File: config.mk
export PLATFORM = sky130hd
export DESIGN_NAME = hsb_to_rgb_duty
export DESIGN_NICKNAME = d
export VERILOG_FILES = /design/src/hdl/hsbrgb_pkg.sv /design/src/hdl/hsb_to_rgb_duty.sv
export SDC_FILE = /design/constraint.sdc
export NUM_CORES = 2
export LEC_CHECK = 0
export BUFFER_PORTS_ARGS = -buffer_cell sky130_fd_sc_hd__buf_4
export CELL_PAD_IN_SITES_DETAIL_PLACEMENT = 0
export CELL_PAD_IN_SITES_GLOBAL_PLACEMENT = 1
export CORE_MARGIN = 2
export CORE_UTILIZATION = 40
export DETAILED_ROUTE_END_ITERATION = 7
export HOLD_SLACK_MARGIN = 0.08
export PLACE_DENSITY = 0.7
export REMOVE_ABC_BUFFERS = 1
export SYNTH_ARGS = -nofsm -noshare
export SYNTH_HDL_FRONTEND = slang
export SYNTH_SLANG_ARGS = --single-unit
File: constraint.sdc
create_clock -name i_clk -period 10.9 [get_ports i_clk]
set_input_delay 1.635 -clock i_clk [delete_from_list [all_inputs] [get_ports i_clk]]
set_output_delay 1.635 -clock i_clk [all_outputs]
set_load 0.01 [all_outputs]
File: src/hdl/hsbrgb_pkg.sv
// constants and types for the hsb to rgb duty converter
// used by hsb_to_rgb_duty; depends on nothing
`default_nettype none

package hsbrgb_pkg;

    localparam logic [8:0] HUE_MAX     = 9'd360;
    localparam logic [6:0] PCT_MAX     = 7'd100;
    localparam logic [6:0] SECTOR_SPAN = 7'd120;
    localparam logic [8:0] SECTOR1_LO  = 9'd120;
    localparam logic [8:0] SECTOR2_LO  = 9'd240;

    // duty = bri * num * 256 / 12000 = (bri * num * 8) / 375
    localparam int unsigned DUTY_DIV   = 375;
    localparam int unsigned RECIP_SH   = 32;
    // floor(2^32 / 375)
    localparam logic [23:0] DUTY_RECIP = 24'd11453246;

    typedef logic [1:0]  t_sector;
    typedef logic [13:0] t_weight;
    typedef logic [23:0] t_scaled;
    typedef logic [14:0] t_duty;

    localparam t_sector SECTOR_RG = 2'd0;
    localparam t_sector SECTOR_GB = 2'd1;
    localparam t_sector SECTOR_BR = 2'd2;

endpackage

`default_nettype wire

File: src/hdl/hsb_to_rgb_duty.sv
// hsb to rgb pwm duty converter, five-stage pipeline
// depends on hsbrgb_pkg for constants and types
`default_nettype none

// Usage:
//   s_axis carries one color request per beat: hue in degrees, saturation and
//   brightness in percent. m_axis returns red, green and blue pwm duty in
//   units of 1/256 percent, truncated, one result for every request.
//   Out-of-range hue clamps to 360, out-of-range percents clamp to 100.
// Throughput: one request per clock unless stalled; each stage is a register,
//   so a new request enters each such cycle while earlier ones are in flight.
// Pipeline: five register stages (clamp/sector, weights, brightness scale,
//   reciprocal multiply, remainder correction); a result is valid on m_axis
//   when its remainder correction is registered. The divide by 375 is a
//   24x24 reciprocal multiply followed by a single compare and subtract.
// Reset: i_rst_n low clears every valid bit; the pipeline comes up empty.
// Stall: while m_axis_tready is low and a result is waiting, the whole
//   pipeline holds and s_axis_tready drops; nothing is lost or repeated.
//   A waiting result stalls the input even when bubbles remain upstream.
module hsb_to_rgb_duty (
    input  wire logic        i_clk,
    input  wire logic        i_rst_n,
    input  wire logic        s_axis_tvalid,
    output logic             s_axis_tready,
    // [8:0] hue_deg, [15:9] saturation_pct, [22:16] brightness_pct, [23] zero
    input  wire logic [23:0] s_axis_tdata,
    output logic             m_axis_tvalid,
    input  wire logic        m_axis_tready,
    // [14:0] red_duty, [29:15] green_duty, [44:30] blue_duty, [47:45] zero
    output logic      [47:0] m_axis_tdata
);

    localparam int NCH = 3;

    logic en;
    logic r_vld1, r_vld2, r_vld3, r_vld4, r_vld5;

    assign en            = !r_vld5 || m_axis_tready;
    assign s_axis_tready = en;

    // stage 1: clamp and pick sector
    logic [8:0] in_hue, hue_c, n_t9;
    logic [6:0] in_sat, in_bri, sat_c, bri_c;
    hsbrgb_pkg::t_sector n_sector;

    logic [6:0]          r1_t, r1_ns, r1_bri;
    hsbrgb_pkg::t_sector r1_sector;

    assign in_hue = s_axis_tdata[8:0];
    assign in_sat = s_axis_tdata[15:9];
    assign in_bri = s_axis_tdata[22:16];

    always_comb begin
        hue_c = (in_hue > hsbrgb_pkg::HUE_MAX) ? hsbrgb_pkg::HUE_MAX : in_hue;
        sat_c = (in_sat > hsbrgb_pkg::PCT_MAX) ? hsbrgb_pkg::PCT_MAX : in_sat;
        bri_c = (in_bri > hsbrgb_pkg::PCT_MAX) ? hsbrgb_pkg::PCT_MAX : in_bri;
        priority if (hue_c < hsbrgb_pkg::SECTOR1_LO) begin
            n_sector = hsbrgb_pkg::SECTOR_RG;
            n_t9     = hue_c;
        end else if (hue_c < hsbrgb_pkg::SECTOR2_LO) begin
            n_sector = hsbrgb_pkg::SECTOR_GB;
            n_t9     = hue_c - hsbrgb_pkg::SECTOR1_LO;
        end else begin
            n_sector = hsbrgb_pkg::SECTOR_BR;
            n_t9     = hue_c - hsbrgb_pkg::SECTOR2_LO;
        end
    end

    always_ff @(posedge i_clk) begin
        if (en) begin
            r1_t      <= n_t9[6:0];
            r1_ns     <= hsbrgb_pkg::PCT_MAX - sat_c;
            r1_bri    <= bri_c;
            r1_sector <= n_sector;
        end
    end

    // stage 2: weights, rotated onto channels
    hsbrgb_pkg::t_weight n_p, n_q, n_w;
    hsbrgb_pkg::t_weight n_num [NCH];
    hsbrgb_pkg::t_weight r2_num [NCH];
    logic [6:0]          r2_bri;

    always_comb begin
        n_p = 14'(hsbrgb_pkg::SECTOR_SPAN - r1_t) * 14'(hsbrgb_pkg::PCT_MAX)
            + 14'(r1_t) * 14'(r1_ns);
        n_q = 14'(r1_t) * 14'(hsbrgb_pkg::PCT_MAX)
            + 14'(hsbrgb_pkg::SECTOR_SPAN - r1_t) * 14'(r1_ns);
        n_w = 14'(hsbrgb_pkg::SECTOR_SPAN) * 14'(r1_ns);
        unique case (r1_sector)
            hsbrgb_pkg::SECTOR_RG: begin
                n_num[0] = n_p; n_num[1] = n_q; n_num[2] = n_w;
            end
            hsbrgb_pkg::SECTOR_GB: begin
                n_num[0] = n_w; n_num[1] = n_p; n_num[2] = n_q;
            end
            default: begin
                n_num[0] = n_q; n_num[1] = n_w; n_num[2] = n_p;
            end
        endcase
    end

    always_ff @(posedge i_clk) begin
        if (en) begin
            r2_num <= n_num;
            r2_bri <= r1_bri;
        end
    end

    // stages 3 to 5 per channel: scale, reciprocal multiply, correct
    hsbrgb_pkg::t_scaled r3_z [NCH];
    hsbrgb_pkg::t_scaled r4_z [NCH];
    hsbrgb_pkg::t_duty   r4_q [NCH];
    hsbrgb_pkg::t_duty   r5_duty [NCH];
    hsbrgb_pkg::t_scaled rem [NCH];

    for (genvar c = 0; c < NCH; c++) begin : g_ch
        logic [47:0]         prod;
        hsbrgb_pkg::t_duty   n_duty;

        assign prod = 48'(r3_z[c]) * 48'(hsbrgb_pkg::DUTY_RECIP);
        // estimate is exact or one low
        assign rem[c] = r4_z[c] - 24'(r4_q[c]) * 24'(hsbrgb_pkg::DUTY_DIV);
        assign n_duty = (rem[c] >= 24'(hsbrgb_pkg::DUTY_DIV)) ? r4_q[c] + 15'd1 : r4_q[c];

        always_ff @(posedge i_clk) begin
            if (en) begin
                r3_z[c]    <= 24'(r2_bri) * 24'(r2_num[c]) * 24'd8;
                r4_z[c]    <= r3_z[c];
                r4_q[c]    <= prod[hsbrgb_pkg::RECIP_SH +: 15];
                r5_duty[c] <= n_duty;
            end
        end
    end

    always_ff @(posedge i_clk) begin
        if (!i_rst_n) begin
            r_vld1 <= 1'b0;
            r_vld2 <= 1'b0;
            r_vld3 <= 1'b0;
            r_vld4 <= 1'b0;
            r_vld5 <= 1'b0;
        end else if (en) begin
            r_vld1 <= s_axis_tvalid;
            r_vld2 <= r_vld1;
            r_vld3 <= r_vld2;
            r_vld4 <= r_vld3;
            r_vld5 <= r_vld4;
        end
    end

    assign m_axis_tvalid = r_vld5;
    assign m_axis_tdata  = {3'b000, r5_duty[2], r5_duty[1], r5_duty[0]};

    // the reciprocal estimate is never more than one low
    a_rem_bound: assert property (@(posedge i_clk) disable iff (!i_rst_n)
        r_vld4 |-> (rem[0] < 24'd750 && rem[1] < 24'd750 && rem[2] < 24'd750))
        else $error("duty remainder out of range");

    // duties never exceed full scale
    a_duty_max: assert property (@(posedge i_clk) disable iff (!i_rst_n)
        m_axis_tvalid |-> (m_axis_tdata[14:0] <= 15'd25600
            && m_axis_tdata[29:15] <= 15'd25600 && m_axis_tdata[44:30] <= 15'd25600))
        else $error("duty above full scale");

    // input side only backs up when a result is waiting downstream
    a_stall_cause: assert property (@(posedge i_clk) disable iff (!i_rst_n)
        !s_axis_tready |-> (m_axis_tvalid && !m_axis_tready))
        else $error("input stalled without an output stall");

    // pipeline comes up empty after reset
    a_reset_empty: assert property (@(posedge i_clk)
        (i_rst_n && $past(!i_rst_n)) |-> !m_axis_tvalid)
        else $error("result valid right after reset");

endmodule

`default_nettype wire
; Word-level counts from Yosys, hierarchy flattened
; Memories as Yosys holds them, arrays and structs flattened.
; Index checks and enable logic that the tools add are counted.
[word_totals]
n_memories = 4
romBits = 0
word_cells = 66
inputBits = 28
regBits = 77
output_inout_bits = 50
latchBits = 0
mem_bits_rw = 225
[memory_table]
columns = name, depth, word_bits, read_ports, rd_clocked_by_memory_dff, wr, line
row1 = r4_z, 3, 24, 3, 0, 3, hsb_to_rgb_duty.sv:112  ; hsbrgb_pkg::t_scaled r4_z [NCH];
row2 = r3_z, 3, 21, 3, 0, 3, hsb_to_rgb_duty.sv:111  ; hsbrgb_pkg::t_scaled r3_z [NCH];
row3 = r4_q, 3, 15, 3, 0, 3, hsb_to_rgb_duty.sv:113  ; hsbrgb_pkg::t_duty r4_q [NCH];
row4 = r5_duty, 3, 15, 3, 0, 3, hsb_to_rgb_duty.sv:114  ; hsbrgb_pkg::t_duty r5_duty [NCH];
[classes]
n_addsub = 12
shifts = 0
magnitude_cmp = 8
mul = 14
reduce_logical = 3
div = 0
bitwise = 0
n_mux = 11
n_eq_ne = 1
[op_table]
columns = operator, n
row1 = $mul 24x23->46 const B, 3
row2 = $pmux 42 s2, 1
row3 = $ge 24x9->1 const B, 3
row4 = $mul 15x9->24 const B, 3
row5 = $sub 24x24->24, 3
row6 = $mul 7x14->21, 3
row7 = $add 15x1->15 const B, 3
row8 = $mux 15, 3
row9 = $add 14x14->14, 2
row10 = $mux 7, 3
row11 = $gt 7x7->1 const B, 2
row12 = $mul 14x5->12 const B, 1
row13 = $mul 7x7->14, 1
row14 = $mul 8x8->14, 1
row15 = $sub 7x7->7 const B, 2
row16 = $mul 7x5->12 const B, 1
row17 = $mul 4x7->11 const A, 1
row18 = $gt 9x9->1 const B, 1
row19 = $lt 9x7->1 const B, 1
row20 = $lt 9x8->1 const B, 1
row21 = $mux 9, 1
row22 = $sub 7x7->8 const A, 1
row23 = $sub 7x7->7 const A, 1
row24 = $eq 2x1->1 const B, 1
row25 = 5 further kinds, 6

; Longest topological paths before layout
[logic_depth]
word_depth = 5
ltp_mapped = 28
depth_no_buf = 28

; Least setup slack after synthesis
; No wires, ideal clock.
[synth_timing]
kind = input port to output port
from = input port m_axis_tready
to = output port s_axis_tready
required_ps = 9265
path_slack_ps = -511
cell_stages = 2
t_arrival_ps = 9776
path_buffers = 1
cell_sequence = nand2b_1 -> clkbuf_1
[synth_between]
elab_chain_len = 1
[synth_lines]
columns = item, line
row1 = start: declaration, hsb_to_rgb_duty.sv:28  ; input wire logic m_axis_tready,
row2 = $logic_or 1x1->1, hsb_to_rgb_duty.sv:38  ; assign en = !r_vld5 || m_axis_tready;
row3 = end: declaration, hsb_to_rgb_duty.sv:24  ; output logic s_axis_tready,
; Every way passes these cells.

==> results.md <==
- The number of inserted diodes is 0.
- The number of nets at the end of the flow is 8741.
- The buffers plus inverters on the worst setup path is 6.
- The worst relative slew slack is 19.5%.
- TritonCTS built the clock tree.
- The detailed router finished its first iteration with 1419 violations.
- The async set or reset register ratio after synthesis is 0%.
- Derived from the worst setup path, the maximum achievable clock frequency is 125 MHz.
- The run finished with clean final reports.
- The number of instances in the synthesized netlist is 6314.
- The distinct cell type count of the synthesized netlist is 77.
- Each instance of the synthesized netlist takes up on average 10.2 µm².
- The slew at the pin closest to its max-slew limit is 1.20 ns.
- The count of synthesis-stage warnings from yosys is 0.
- The area of the mapped netlist is 64200 µm².
- The path with the worst hold slack has its endpoint at r2_bri[5].
- The fraction of final layout cells sized beyond drive strength 1 is 3.18%.
- For the final routed database, the setup TNS stands at 0 ns.
- In this run the worst path has a maximum fanout of 10.
- The detail-routed net length per standard cell is 15.8 µm.
- The post-detailed-route DRC marker count is 0.
- Of the synthesized area, sequential elements account for 13.6%.
- The total count of max-transition violations in the final report is 0.
- Clock-pin slew was measured on the worst setup and hold paths at 0.06 ns.
- The via total after detailed routing is 40778.
- The clock skew after layout is 0.0747 ns.
- The number of antenna violations at the first check in global routing came to 1.
- By area, the combinational part of the netlist is dominated by adder cells.
- The leading register cell type out of synthesis is sky130_fd_sc_hd__edfxtp_1.
- The number of gates resized after CTS was 0.
- After legalization and detailed placement, the total HPWL measured 112 mm.
- In this run the critical register-to-register path is launched from r3_z[0][37].
- The biggest area consumer among synthesized cells is sky130_fd_sc_hd__fa_1.
- The final period utilization is 73.6%.
- The number of routed nets with antenna violations is 0.
- The clock tree synthesis step divided the H-tree into 2 levels.
- The floorplan die height is 405 µm.
- The final number of setup-violating endpoints is 0.
- The type of destination of the critical path is a flip-flop.
- The area share of fa/ha/maj cells after synthesis is 58.4%.
- The count of final hold-check violations is 0.
- The number of buffers created by CTS is 43.
- The number of storage elements in the synthesis netlist is 293.
- The floorplan step set the die width to 405 µm.
- For this block, the routed nets add up to 135 mm of wire.
- The capturing point of the worst reg2reg path is r4_q[0][29].
- In this run the register-to-register setup slack is 2.88 ns.
- The max capacitance violation total is 0.
- In this run, synthesis inferred 288 flip-flops with an integrated enable.
- Global routing used 17.4% of the available tracks across all layers.
- The first global-routing pass estimated 230 mm of wire.
- The area share of xor/xnor cells in the synthesized design is 3.33%.
- The critical path in this run is classified as flip-flop to flip-flop.
- At the worst endpoint, the required time is 11.30 ns.
- The most frequent standard cell in the layout excluding fill and tap cells is sky130_fd_sc_hd__inv_1.
- The initial utilization of the core area, before any placement, comes to 40.1%.
- The class of the tightest hold or removal check is flip-flop to flip-flop.
- For this design, the sink count on the clock tree is 293.
- At the end of routability-driven placement, the weighted congestion stood at 0.858.
- The number of buffers inserted by hold repair at cts is 0.
- The hold path startpoint is r1_bri[5].
- In this run the tool buffered the top-level ports with 73 buffer cells.
- The layout overhead on the synthesized area is 7.23%.
- Yosys attributes the largest share of cell area to sky130_fd_sc_hd__fa_1 36%, sky130_fd_sc_hd__ha_1 23%, sky130_fd_sc_hd__edfxtp_1 13%, sky130_fd_sc_hd__inv_1 11%, sky130_fd_sc_hd__xnor2_1 2.6%.
- The core box area is 160000 µm².
- The synthesized netlist devotes 6.78% of its cell area to simple gates.
- The maximum number of pins on one net before global-route repair is 72.
- On the worst path, the slowest cell contributes a delay of 0.87 ns.
- Among cell families on the critical path, the largest total delay comes from adder cells.
- Counting I/O delays and the setup requirement, the final critical path takes 8.02 ns.
- The type of element launching the critical path is a flip-flop.
- The number of cells on the worst reg-to-reg path is 25.
- No sink is reached through more buffers than the 3 on the longest clock path.
- The first-pass detailed-route iteration total is 5.
- For the worst setup path, the data arrival time is 8.42 ns.
- The synthesized netlist devotes 5.68% of its cell area to compound gates.
- The detailed-route vias per instance is 4.78.
- The source-to-sink clock delay at the later pin of the worst-skew pair is 0.66 ns.
- The die covers 164000 µm².
- Setup repair after global routing left no endpoint under its margin.
- Buffers added to address setup during post-CTS repair amount to 0.
- The tree is rooted in a sky130_fd_sc_hd__clkbuf_16.
- The number of top-level pins is 78.
- The number of standard-cell rows in the floorplan is 147.
- The via count of the first global-routing pass is 44287.
- The total overflow reported by the global router is 0.
- The top cell type by area accounts for 35.8% of the synthesized area.
- The worst hold path was traced through 0 stages.
- The top cell types in the final layout, fill and taps aside, are 1881 x sky130_fd_sc_hd__inv_1, 1157 x sky130_fd_sc_hd__ha_1, 1149 x sky130_fd_sc_hd__fa_1, 379 x sky130_fd_sc_hd__nand2_1, 288 x sky130_fd_sc_hd__edfxtp_1.
- The mux share of post-synthesis cell area is 0.739%.
- Among all stages on the critical path, the largest delay is contributed by sky130_fd_sc_hd__edfxtp_1.
## worst max-delay path by stage
stage,start,end,cells after the start
global route,r3_z[0][37],r4_q[0][29],25
floorplan,m_axis_tready,s_axis_tready,1
detailed placement,r3_z[0][37],r4_q[0][29],25
global placement,r3_z[0][37],r4_q[0][29],25
CTS,r3_z[0][37],r4_q[0][29],25
finish,r3_z[0][37],r4_q[0][29],25
## state kept, by name (all words and copies together) (netlist names)
register and count:
r3_z 63, r_vld3 1, r2_bri 7, r1_t 7, r2_num 42, r1_ns 7
r1_sector 2, r_vld2 1, r_vld1 1, r5_duty 45, r4_z 63, r1_bri 7
m_axis_tvalid 1, r4_q 45, r_vld4 1
## final cells by class
class | instances | area [µm²]
Clock buffer | 47 | 1090
Clock inverter | 30 | 355
Fill cell | 15526 | 91200
Inverter | 1881 | 7060
Multi-Input combinational cell | 4073 | 48100
Sequential cell | 293 | 8750
Tap cell | 2086 | 2610
Timing Repair Buffer | 115 | 863
## kinds of logic after synthesis
logic type / count (synthesis)
xor+xnor: 244
fa+ha+maj: 2306
compound gates: 559
buf+inv: 1950
flops: 293
mux: 47
other cells: 1
simple gates: 914
## cell usage after synthesis, types with 5 or more instances
| master | n |
|---|---|
| sky130_fd_sc_hd__a211oi_1 | 25 |
| sky130_fd_sc_hd__inv_1 | 1881 |
| sky130_fd_sc_hd__a21o_1 | 56 |
| sky130_fd_sc_hd__o211ai_1 | 12 |
| sky130_fd_sc_hd__o211a_1 | 5 |
| sky130_fd_sc_hd__o31ai_1 | 7 |
| sky130_fd_sc_hd__fa_1 | 1149 |
| sky130_fd_sc_hd__o2111ai_1 | 9 |
| sky130_fd_sc_hd__nor3_1 | 41 |
| sky130_fd_sc_hd__o21ai_0 | 101 |
| sky130_fd_sc_hd__o21a_1 | 25 |
| sky130_fd_sc_hd__a21oi_1 | 169 |
| sky130_fd_sc_hd__nor2_1 | 141 |
| sky130_fd_sc_hd__nand3_1 | 48 |
| sky130_fd_sc_hd__nor2b_1 | 26 |
| sky130_fd_sc_hd__and3_1 | 15 |
| sky130_fd_sc_hd__a221oi_1 | 7 |
| sky130_fd_sc_hd__xor2_1 | 54 |
| sky130_fd_sc_hd__a41oi_1 | 5 |
| sky130_fd_sc_hd__and2_1 | 162 |
| sky130_fd_sc_hd__ha_1 | 1157 |
| sky130_fd_sc_hd__a21boi_0 | 8 |
| sky130_fd_sc_hd__a22o_1 | 8 |
| sky130_fd_sc_hd__a31oi_1 | 22 |
| sky130_fd_sc_hd__or2_2 | 10 |
| sky130_fd_sc_hd__xnor2_1 | 190 |
| sky130_fd_sc_hd__nor4_1 | 12 |
| sky130_fd_sc_hd__nand2_1 | 379 |
| sky130_fd_sc_hd__o22ai_1 | 7 |
| sky130_fd_sc_hd__mux2i_1 | 44 |
| sky130_fd_sc_hd__clkbuf_1 | 56 |
| sky130_fd_sc_hd__nand4_1 | 27 |
| sky130_fd_sc_hd__buf_1 | 5 |
| sky130_fd_sc_hd__o41ai_1 | 5 |
| sky130_fd_sc_hd__edfxtp_1 | 288 |
| sky130_fd_sc_hd__dfxtp_1 | 5 |
| sky130_fd_sc_hd__a2111oi_0 | 9 |
| sky130_fd_sc_hd__nand2b_1 | 23 |
| sky130_fd_sc_hd__or3_1 | 12 |
| sky130_fd_sc_hd__o21bai_1 | 39 |
## metal layers
metal	share of wire (%)	up-vias	track usage [%]	routed length (µm)
met3	3.4	115	2.21	4620
met5	0.012	-	0	16
met1	48	20482	24.5	64500
met4	1.4	2	2.87	1910
li1	-	19698	-	-
met2	47	481	29.2	63600
## worst register-to-register path, delay by kind of cell, from the launching register on
| kind | cells | cell delay [ns] |
|---|---|---|
| compound gates | 7 | 2.21 |
| xor+xnor | 1 | 0.09 |
| fa+ha+maj | 8 | 3.36 |
| buf+inv | 6 | 0.58 |
| flops | 1 | 0.87 |
| simple gates | 3 | 0.67 |
## stage by stage
step                std cells  area [µm²]  setup slack (ns)  hold WS, ns  util (%)
floorplan                6247       63900             0.527        0.400         -
finish                   8525       68800              2.88        0.408      43.0
global placement         8448       67400              2.72        0.403      42.1
global route             8525       68800              2.39        0.418      43.0
CTS                      8525       68800              2.76        0.395      43.0
detailed placement       8448       67400              2.74        0.405      42.1
Power is left out: the tool's default activity adds up to more than one toggle a clock period on the data nets, which glitch-free logic cannot reach.
